`config.mk`:
```
export PLATFORM = sky130hd
export DESIGN_NAME = bounded_ordered_list_top
export DESIGN_NICKNAME = d
export VERILOG_FILES = /design/src/design/bol_pkg.sv /design/src/design/bol_cell.sv /design/src/design/bounded_ordered_list_top.sv
export SDC_FILE = /design/constraint.sdc
export NUM_CORES = 1
export LEC_CHECK = 0
export BUFFER_PORTS_ARGS = -buffer_cell sky130_fd_sc_hd__buf_2
export CAP_MARGIN = 20
export CORE_ASPECT_RATIO = 1.4
export CORE_MARGIN = 5
export CORE_UTILIZATION = 50
export CTS_BUF_LIST = sky130_fd_sc_hd__clkbuf_4 sky130_fd_sc_hd__clkbuf_8
export CTS_CLUSTER_DIAMETER = 200
export DETAILED_ROUTE_END_ITERATION = 12
export PLACE_DENSITY = 0.85
export SLEW_MARGIN = 10
export SYNTH_ARGS = -nofsm -noshare
export SYNTH_HDL_FRONTEND = slang
export SYNTH_SLANG_ARGS = --single-unit
```
`constraint.sdc`:
```
create_clock -name i_clk -period 4 [get_ports i_clk]
set_input_delay 0.2 -clock i_clk [delete_from_list [all_inputs] [get_ports i_clk]]
set_output_delay 0.2 -clock i_clk [all_outputs]
set_load 0.1 [all_outputs]
```
`src/design/bol_pkg.sv`:
```
// ----------------------------------------------------------------------------
// bol_pkg
// Shared types and codes for the bounded ordered list: transfer payloads,
// action and status codes, and the per-cell operation code.
// ----------------------------------------------------------------------------
package bol_pkg;

    localparam int BOL_CAPACITY = 64;
    localparam int VALUE_W      = 32;
    localparam int ACTION_W     = 3;
    localparam int POS_W        = 6;
    localparam int STATUS_W     = 2;
    localparam int COUNT_OUT_W  = 7;

    localparam logic [ACTION_W-1:0] ACT_APPEND      = 3'd0;
    localparam logic [ACTION_W-1:0] ACT_PREPEND     = 3'd1;
    localparam logic [ACTION_W-1:0] ACT_REMOVE_HEAD = 3'd2;
    localparam logic [ACTION_W-1:0] ACT_REMOVE_TAIL = 3'd3;
    localparam logic [ACTION_W-1:0] ACT_REMOVE_AT   = 3'd4;
    localparam logic [ACTION_W-1:0] ACT_CLEAR       = 3'd5;

    localparam logic [STATUS_W-1:0] ST_OK       = 2'd0;
    localparam logic [STATUS_W-1:0] ST_EMPTY    = 2'd1;
    localparam logic [STATUS_W-1:0] ST_FULL     = 2'd2;
    localparam logic [STATUS_W-1:0] ST_NO_INDEX = 2'd3;

    typedef struct packed {
        logic [ACTION_W-1:0]       action;
        logic signed [VALUE_W-1:0] item_value;
        logic [POS_W-1:0]          position;
    } t_in_item;

    typedef struct packed {
        logic [STATUS_W-1:0]    status;
        logic [COUNT_OUT_W-1:0] entry_count;
    } t_out_item;

    typedef enum logic [1:0] {
        CELL_HOLD       = 2'd0,
        CELL_LOAD       = 2'd1,
        CELL_TAKE_LEFT  = 2'd2,
        CELL_TAKE_RIGHT = 2'd3
    } t_cell_op;

endpackage

```
`src/design/bol_cell.sv`:
```
// ----------------------------------------------------------------------------
// bol_cell
// One entry of the list. Loads the new value at its own position, takes its
// left neighbor on an insert at the head, or its right neighbor on a removal
// at or below its position.
// ----------------------------------------------------------------------------
module bol_cell #(
    parameter int IDX   = 0,
    parameter int SEL_W = 7
) (
    input  logic                               i_clk,
    input  bol_pkg::t_cell_op                  i_op,
    input  logic [SEL_W-1:0]                   i_sel,
    input  logic signed [bol_pkg::VALUE_W-1:0] i_value,
    input  logic signed [bol_pkg::VALUE_W-1:0] i_from_left,
    input  logic signed [bol_pkg::VALUE_W-1:0] i_from_right,
    output logic signed [bol_pkg::VALUE_W-1:0] o_entry
);
    import bol_pkg::*;

    localparam logic [SEL_W-1:0] MY_IDX = SEL_W'(IDX);

    logic signed [VALUE_W-1:0] r_entry;
    logic signed [VALUE_W-1:0] n_entry;

    always_comb begin
        n_entry = r_entry;
        unique case (i_op)
            CELL_HOLD: begin
                n_entry = r_entry;
            end
            CELL_LOAD: begin
                if (i_sel == MY_IDX) begin
                    n_entry = i_value;
                end
            end
            CELL_TAKE_LEFT: begin
                n_entry = i_from_left;
            end
            CELL_TAKE_RIGHT: begin
                if (MY_IDX >= i_sel) begin
                    n_entry = i_from_right;
                end
            end
        endcase
    end

    always_ff @(posedge i_clk) begin
        r_entry <= n_entry;
    end

    assign o_entry = r_entry;

endmodule

```
`src/design/bounded_ordered_list_top.sv`:
```
// ----------------------------------------------------------------------------
// bounded_ordered_list_top
// Ordered list of up to CAPACITY signed 32-bit values held in a row of cells,
// with append, prepend, head/tail removal, removal by position and clear.
// ----------------------------------------------------------------------------
// Usage:
//   Input channel (i_in_valid / o_in_ready / i_in_data) carries one action per
//   transfer. Output channel (o_out_valid / i_out_ready / o_out_data) returns
//   exactly one status and the entry count after the action, in order.
//   The result is registered and presented in the cycle after the input transfer.
//   Throughput: one item per cycle while the receiver takes each result. Every
//   action completes at once because all cells shift toward or away from the head in parallel.
//   Refused actions (full, empty, no such index) leave the list unchanged.
//   Reset empties the list; entry contents are undefined until written.
//   While the receiver stalls, the result register holds and o_in_ready
//   drops until the pending result is transferred; a new item is accepted
//   in the same cycle the pending result leaves.
//   entry_count shows the count modulo 128; positions reach 63 at most.
// ----------------------------------------------------------------------------
module bounded_ordered_list_top #(
    parameter int CAPACITY = bol_pkg::BOL_CAPACITY
) (
    input  logic               i_clk,
    input  logic               i_rst_n,
    input  logic               i_in_valid,
    output logic               o_in_ready,
    input  bol_pkg::t_in_item  i_in_data,
    output logic               o_out_valid,
    input  logic               i_out_ready,
    output bol_pkg::t_out_item o_out_data
);
    import bol_pkg::*;

    localparam int CNT_W = $clog2(CAPACITY + 1);
    localparam int CMP_W = (CNT_W > POS_W) ? CNT_W : POS_W;

    logic [CNT_W-1:0] r_count;
    logic [CNT_W-1:0] n_count;
    logic             r_out_valid;
    t_out_item        r_out_data;

    logic             w_fire;
    logic             w_full;
    logic             w_empty;
    logic             w_pos_ok;
    logic [CMP_W-1:0] w_pos_ext;
    logic [STATUS_W-1:0] w_status;
    t_cell_op         w_op;
    logic [CNT_W-1:0] w_sel;

    logic signed [VALUE_W-1:0] w_entry [CAPACITY];

    assign o_in_ready = !r_out_valid || i_out_ready;
    assign w_fire     = i_in_valid && o_in_ready;
    assign w_full     = (r_count == CNT_W'(CAPACITY));
    assign w_empty    = (r_count == '0);
    assign w_pos_ext  = CMP_W'(i_in_data.position);
    assign w_pos_ok   = (w_pos_ext < CMP_W'(r_count));

    always_comb begin
        n_count  = r_count;
        w_status = ST_OK;
        w_op     = CELL_HOLD;
        w_sel    = '0;
        unique case (i_in_data.action)
            ACT_APPEND: begin
                if (w_full) begin
                    w_status = ST_FULL;
                end else begin
                    w_op    = CELL_LOAD;
                    w_sel   = r_count;
                    n_count = r_count + 1'b1;
                end
            end
            ACT_PREPEND: begin
                if (w_full) begin
                    w_status = ST_FULL;
                end else begin
                    w_op    = CELL_TAKE_LEFT;
                    n_count = r_count + 1'b1;
                end
            end
            ACT_REMOVE_HEAD: begin
                if (w_empty) begin
                    w_status = ST_EMPTY;
                end else begin
                    w_op    = CELL_TAKE_RIGHT;
                    w_sel   = '0;
                    n_count = r_count - 1'b1;
                end
            end
            ACT_REMOVE_TAIL: begin
                if (w_empty) begin
                    w_status = ST_EMPTY;
                end else begin
                    w_op    = CELL_TAKE_RIGHT;
                    w_sel   = r_count - 1'b1;
                    n_count = r_count - 1'b1;
                end
            end
            ACT_REMOVE_AT: begin
                if (w_empty) begin
                    w_status = ST_EMPTY;
                end else if (!w_pos_ok) begin
                    w_status = ST_NO_INDEX;
                end else begin
                    w_op    = CELL_TAKE_RIGHT;
                    w_sel   = CNT_W'(w_pos_ext);
                    n_count = r_count - 1'b1;
                end
            end
            ACT_CLEAR: begin
                n_count = '0;
            end
            default: begin
                n_count = r_count;
            end
        endcase
        if (!w_fire) begin
            w_op    = CELL_HOLD;
            n_count = r_count;
        end
    end

    for (genvar g = 0; g < CAPACITY; g++) begin : g_cell
        logic signed [VALUE_W-1:0] w_left;
        logic signed [VALUE_W-1:0] w_right;
        if (g == 0) begin : g_head
            assign w_left = i_in_data.item_value;
        end else begin : g_mid_l
            assign w_left = w_entry[g-1];
        end
        if (g == CAPACITY - 1) begin : g_tail
            assign w_right = '0;
        end else begin : g_mid_r
            assign w_right = w_entry[g+1];
        end
        bol_cell #(
            .IDX   (g),
            .SEL_W (CNT_W)
        ) u_cell (
            .i_clk        (i_clk),
            .i_op         (w_op),
            .i_sel        (w_sel),
            .i_value      (i_in_data.item_value),
            .i_from_left  (w_left),
            .i_from_right (w_right),
            .o_entry      (w_entry[g])
        );
    end

    always_ff @(posedge i_clk) begin
        if (!i_rst_n) begin
            r_count     <= '0;
            r_out_valid <= 1'b0;
        end else begin
            r_count <= n_count;
            if (w_fire) begin
                r_out_valid <= 1'b1;
            end else if (i_out_ready) begin
                r_out_valid <= 1'b0;
            end
        end
    end

    always_ff @(posedge i_clk) begin
        if (w_fire) begin
            r_out_data.status      <= w_status;
            r_out_data.entry_count <= COUNT_OUT_W'(n_count);
        end
    end

    assign o_out_valid = r_out_valid;
    assign o_out_data  = r_out_data;

    a_count_bound: assert property (@(posedge i_clk) disable iff (!i_rst_n)
        r_count <= CNT_W'(CAPACITY))
        else $error("entry count above capacity");

    a_result_follows: assert property (@(posedge i_clk) disable iff (!i_rst_n)
        w_fire |=> r_out_valid && (r_out_data.status == $past(w_status)))
        else $error("result not presented after input transfer");

    a_refused_holds: assert property (@(posedge i_clk) disable iff (!i_rst_n)
        w_fire && (w_status != ST_OK) |=> r_count == $past(r_count))
        else $error("refused action changed the count");

    a_count_shown: assert property (@(posedge i_clk) disable iff (!i_rst_n)
        w_fire |=> r_out_data.entry_count == COUNT_OUT_W'(r_count))
        else $error("reported count differs from held count");

endmodule

```
* Yosys cells after proc, flatten, opt, wreduce, memory -nomap -nowiden
Cells that the tools add are included.
** Storage, ports and cells
- Word-level logic and storage cells :: 34
- Flip-flop bits (word level) :: 17
- Input port bits :: 45
** Operators by class
- Order comparisons :: 1
- Eq/ne operators :: 6
- Muxes and demuxes :: 13
- Add/subtract/negate cells :: 2
- Reduce and logical (&&, ||, !) cells :: 8
** Operators with widths (count)
- $mux 7 :: 5
- $pmux 7 s4 :: 1
- $add 7x1->7 const B :: 1
- $eq 7x7->1 const B :: 1
- $logic_not 7->1 :: 1
- $lt 6x7->1 :: 1
- $sub 7x1->7 const B :: 1
- $eq 3x2->1 const B :: 2
- $eq 3x3->1 const B :: 2
- $mux 2 :: 3
- $pmux 2 s3 :: 1
- $reduce_or 2->1 :: 2
- $eq 3x1->1 const B :: 1
- $logic_not 3->1 :: 1
- $mux 1 :: 3
- $reduce_bool 2->1 :: 1
- $logic_and 1x1->1 :: 1
- $logic_not 1->1 :: 1
- $logic_or 1x1->1 :: 1

* Logic depth before layout (Yosys ltp)
- Depth after elaboration :: 5
- Gate-level depth with buffers :: 9
- Depth with buffers taken out :: 8

* Worst setup path before layout
No wires, ideal clock.
- Kind :: reg-to-reg
- From :: register r_out_valid, in the netlist o_out_valid
- To :: register r_out_data (netlist bit o_out_data[1]) (data pin)
- Data arrival time :: 2945 ps
- Data required time :: 3736 ps
- Path slack :: 791 ps
- Library setup time :: 264 ps
- Clock period less this slack :: 3209 ps
- Stages on the path, launching flop included :: 6
- Cells stage by stage :: dfxtp_1 > nand2b_1 > and2_1 > nand2_1 > nor3_2 > a221o_1
** On the way
- Cells in the longest elaborated chain, start to end :: 4
** RTL lines
- start: declaration :: RTL line bounded_ordered_list_top.sv:39 : logic r_out_valid;
- start signal: assignment :: RTL line bounded_ordered_list_top.sv:155 : r_out_valid <= 1'b0;
- start signal: assignment :: RTL line bounded_ordered_list_top.sv:159 : r_out_valid <= 1'b1;
- start signal: assignment :: RTL line bounded_ordered_list_top.sv:161 : r_out_valid <= 1'b0;
- $logic_not 1->1 :: RTL line bounded_ordered_list_top.sv:53 : assign o_in_ready = !r_out_valid || i_out_ready;
- $logic_or 1x1->1 :: RTL line bounded_ordered_list_top.sv:53
- named net o_in_ready :: RTL line bounded_ordered_list_top.sv:26 : output logic o_in_ready,
- $logic_and 1x1->1 :: RTL line bounded_ordered_list_top.sv:54 : assign w_fire = i_in_valid && o_in_ready;
- named net w_fire :: RTL line bounded_ordered_list_top.sv:42 : logic w_fire;
- $mux 7 :: RTL line bounded_ordered_list_top.sv:119 : if (!w_fire) begin
- named net n_count[1] :: RTL line bounded_ordered_list_top.sv:38 : logic [CNT_W-1:0] n_count;
- end: declaration :: RTL line bounded_ordered_list_top.sv:40 : t_out_item r_out_data;
The timed path passes the listed nets, and every way through them passes these cells.
A chain may end at the register's enable or synchronous reset.

* Final worst setup path
- From :: register r_count[0]
- To :: register r_count[4]
** On the way
- Cells in the longest elaborated chain, start to end :: 5
- Elaborated cells on any way between the ends :: 11
- Those cells by class :: add/sub: 2; order compare: 1; eq/ne: 1; mux: 6; reduce/logical: 1
** RTL lines
- start: declaration :: RTL line bounded_ordered_list_top.sv:37 : logic [CNT_W-1:0] r_count;
- start signal: assignment :: RTL line bounded_ordered_list_top.sv:157 : r_count <= n_count;
- $sub 7x1->7 or $lt 6x7->1 (tied branches)
- $mux 7 :: RTL line bounded_ordered_list_top.sv:104 : end else if (!w_pos_ok) begin
- $mux 7 :: RTL line bounded_ordered_list_top.sv:102 : if (w_empty) begin
- $pmux 7 s4 (*) :: RTL line bounded_ordered_list_top.sv:65 : unique case (i_in_data.action)
- $mux 7 (*) :: RTL line bounded_ordered_list_top.sv:119
- named net n_count[4] :: RTL line bounded_ordered_list_top.sv:38
Mark *: on every way through the listed nets, which the timed path passes. The rest lies on a longest branch.

==> flow_results.org <==
** Global route
- Total routing usage reported by global routing :: 18.03%
- Maximum number of pins on one net before global-route repair :: 12
- Initial antenna violation count :: 0
- Global routing finished with a remaining overflow of 0.
- The number of global-route vias before repair is 1057.
- The first global-routing pass estimated 4.712 mm of wire.

** Power
- Leakage component of the power :: 0.5746 nW
- Summed over all nets, the switching power comes to 186.3 uW.
- Dividing total power by cell area gives a power density of 344.5 mW/mm^2.
- The internal portion of the total power is 280.1 uW.
- Net switching is 39.95% of the power.
- Registers are responsible for 43.8% of the overall power.
- The design draws 466.4 uW.
- Across the VDD grid, the largest voltage drop is 0.1498 mV.
- Of the total power, the clock network draws 19.6%.
- Share of power burned in combinational logic :: 36.7%

** Logic synthesis
- Area leader, netlist :: sky130_fd_sc_hd__edfxtp_1
- Yosys printed 0 warnings.
- Async S/R FF share, synth :: 0%
- Counting every net in the synthesized netlist gives 186.
- sky130_fd_sc_hd__nand2_1 is the most common cell in the netlist.
- Mean instance size in the synthesized netlist :: 9.001 um^2
- The synthesized netlist occupies a cell area of 0.001206 mm^2.
- In the synthesized netlist, the number of instances is 134.
- Number of synthesized flops with an enable pin :: 9
- Among all flip-flop cells after synthesis, the most frequent one is sky130_fd_sc_hd__edfxtp_1.
- The number of different library cells used by synthesis comes to 49.
- Sequential cells were found to cover 35.68% of the synthesized design area.
- Top area cells in the synthesized netlist :: sky130_fd_sc_hd__edfxtp_1 (22%), sky130_fd_sc_hd__dfxtp_1 (13%), sky130_fd_sc_hd__ha_1 (7.3%)
- In this run the biggest area consumer among cell types represents 22.41% of the synthesized area.
- Ranking of synthesized cells by instance count :: sky130_fd_sc_hd__nand2_1 (11), sky130_fd_sc_hd__inv_1 (10), sky130_fd_sc_hd__edfxtp_1 (9), sky130_fd_sc_hd__nor2_1 (9), sky130_fd_sc_hd__dfxtp_1 (8)
- Number of synthesized register bits :: 17

** CTS
- Clock tree synthesis inserted a total of 3 buffers.
- The later pin in the worst-skew pair is clocked with a latency of 290 ps.
- Reg clk slew, reported paths :: 100 ps
- Cell at the root of the clock tree :: sky130_fd_sc_hd__clkbuf_4
- For this design, the CTS-stage hold fixing added 0 buffers.
- Resized Gates After CTS :: 0
- Number of sinks on the clock net :: 17
- After clock tree synthesis, the setup repair step added 0 buffers.
- In this run the number of H-tree levels came out at 1.
- In this run the deepest clock path goes through 2 buffers.
- TritonCTS clock tree :: done

** Critical path
- STA classifies the critical path startpoint as a flop.
- Maximum cell stage delay along the critical path :: 530 ps
- Arrival time at the worst endpoint :: 2630 ps
- Worst setup path class :: reg2reg
- Cell with the largest stage delay on the worst path :: sky130_fd_sc_hd__or4b_4
- At the worst endpoint, the required time is 4200 ps.
- Along the worst path, the maximum fanout reaches 8.
- Kind of end point of the critical path :: flop
- The critical path goes through inv_1 -> ha_1 -> or4b_4 -> o31ai_2 -> a2bb2oi_1 -> o211ai_1 -> a22o_1 -> and2_1.

** Detailed routing
- Routed wire per std cell :: 15.67 um
- Vias post-DR :: 1162
- DR DRC count :: 0
- Pre-antenna DRT Iters :: 4
- For this block, the routed nets add up to 2.820 mm of wire.
- Via-to-Cell Ratio :: 6.456
- The count of nets left with antenna violations once routing finished came out at 0.
- DR iter-0 viols :: 48

** Place
- Summed over all nets, the half-perimeter wirelength after detailed placement is 2.206 mm.
- Quantity of I/O buffers inserted on ports :: 23
- The congestion estimate from routability-driven global placement came to 0.9440.

** Final layout
- The repair_antennas step left the layout with diodes totalling 0.
- From synthesis to final layout, the design area changed by 12.24%.
- Cells fill 57.25% of the core in the end.
- Layout Nets :: 210
- Layout fillers :: 214
- Ratio of cells with drive above 1 in the final layout :: 21.66%

** Timing
- Maximum achievable frequency :: 410.5 MHz
- Slew margin rel. :: 67.85%
- The number of endpoints with negative hold slack in the final report was 0.
- The smallest clock period supported by the final layout is computed as 2436 ps.
- Setup repair after global routing left no endpoint under its margin.
- Final setup skew :: 3.719 ps
- Final-report setup violation count :: 0
- The final count of pins violating max slew is 0.
- For the pin with the worst max-slew slack, the measured transition is 485.5 ps.
- Setup TNS :: 0 ps
- Tcrit/Tclk final :: 60.90%
- Hold timing on the final database bottoms out at a slack of 153.7 ps.

** Outcome
- The run finished with clean final reports.

** Die
- CORE AREA :: 0.002365 mm^2
- From bottom edge to top edge, the die measures 68.12 um.
- Initial cell density of the core :: 51.01%
- # rows :: 21
- I/O pin count :: 56
- The floorplan step defined a die boundary enclosing 0.003509 mm^2.
- Floorplan die width :: 51.51 um

** Hold path
- The min-delay analysis places its worst path in the category in2reg.

** Flow run
- Reported max-cap violation count :: 0
==> layer usage <==
layer  wire (um)  global-route usage, %  up-vias
li1            -                      -      546
met1        1036                  19.08      529
met2        1376                  31.69       66
met3         208                  2.397       21
met4         199                  14.43        0
met5           0                      0        -
==> final timing paths <==
check | endpoint | from | depth (start not counted) | slack [ps]
min reg2reg | o_out_valid | o_out_valid | 2 | 560
max reg2reg | r_count[4] | r_count[0] | 8 | 1560
min | o_out_valid | i_in_valid | 3 | 150
max | r_count[4] | r_count[0] | 8 | 1560
==> through the flow <==
stage	worst slack, ps	cells	cell area (um^2)
CTS	1585	180	1354
global route	1414	180	1354
finish	1564	180	1354
floorplan	791.3	134	1206
detailed placement	1609	176	1326
global placement	1614	176	1326
==> power by group through the flow <==
stage	logic (mW)	clock network (mW)	registers, mW
after floorplan	0.0838	0	0.261
after global placement	0.166	0	0.208
after detailed placement	0.169	0	0.208
after CTS	0.170	0.0944	0.204
after global routing	0.183	0.102	0.206
final	0.171	0.0912	0.204
==> cell families after synthesis <==
family / after synthesis / share of synthesized area (%)
buffers and inverters: 15 / 5.394
adders and majority gates: 7 / 7.261
and+or+nand+nor: 53 / 25.00
xor gates and xnor gates: 4 / 2.905
DFF: 17 / 35.68
AOI/OAI and AO/OA: 38 / 23.76
==> state kept, by name, summed over array words and instances, names as in the netlist <==
register and cells:
o_out_data 9, r_count 7, o_out_valid 1
==> area by class of cell <==
| type | count | area (um^2) | share of cell area (%) |
|---|---|---|---|
| tap | 23 | 28.78 | 2.126 |
| inverter | 11 | 41.29 | 3.050 |
| clock buffer | 3 | 22.52 | 1.664 |
| multi-input combinational | 102 | 710.7 | 52.50 |
| timing repair buffer | 23 | 115.1 | 8.503 |
| clock inverter | 1 | 5.005 | 0.3697 |
| sequential | 17 | 430.4 | 31.79 |
==> critical path: cells and delay by family (launching register included) <==
family | cells | cell delay [ps]
buffers and inverters | 1 | 90
AO/OA/AOI/OAI | 4 | 950
AND/OR/NAND/NOR | 2 | 690
adder cells (fa/ha/maj) | 1 | 200
flip-flops | 1 | 410
==> cells in the final DEF (no fill, tap or decap), types with 4 or more instances in the layout <==
cell / Yosys / final
sky130_fd_sc_hd__nand3_1: 4 / 4
sky130_fd_sc_hd__nor2_1: 9 / 9
sky130_fd_sc_hd__nand2_1: 11 / 11
sky130_fd_sc_hd__inv_1: 10 / 10
sky130_fd_sc_hd__a21oi_1: 5 / 5
sky130_fd_sc_hd__a31oi_1: 5 / 5
sky130_fd_sc_hd__buf_2: 1 / 23
sky130_fd_sc_hd__ha_1: 7 / 7
sky130_fd_sc_hd__dfxtp_1: 8 / 8
sky130_fd_sc_hd__nand2b_1: 6 / 6
sky130_fd_sc_hd__edfxtp_1: 9 / 9
sky130_fd_sc_hd__and2_1: 5 / 5
Note: power is estimated with default switching activity, not from simulation.
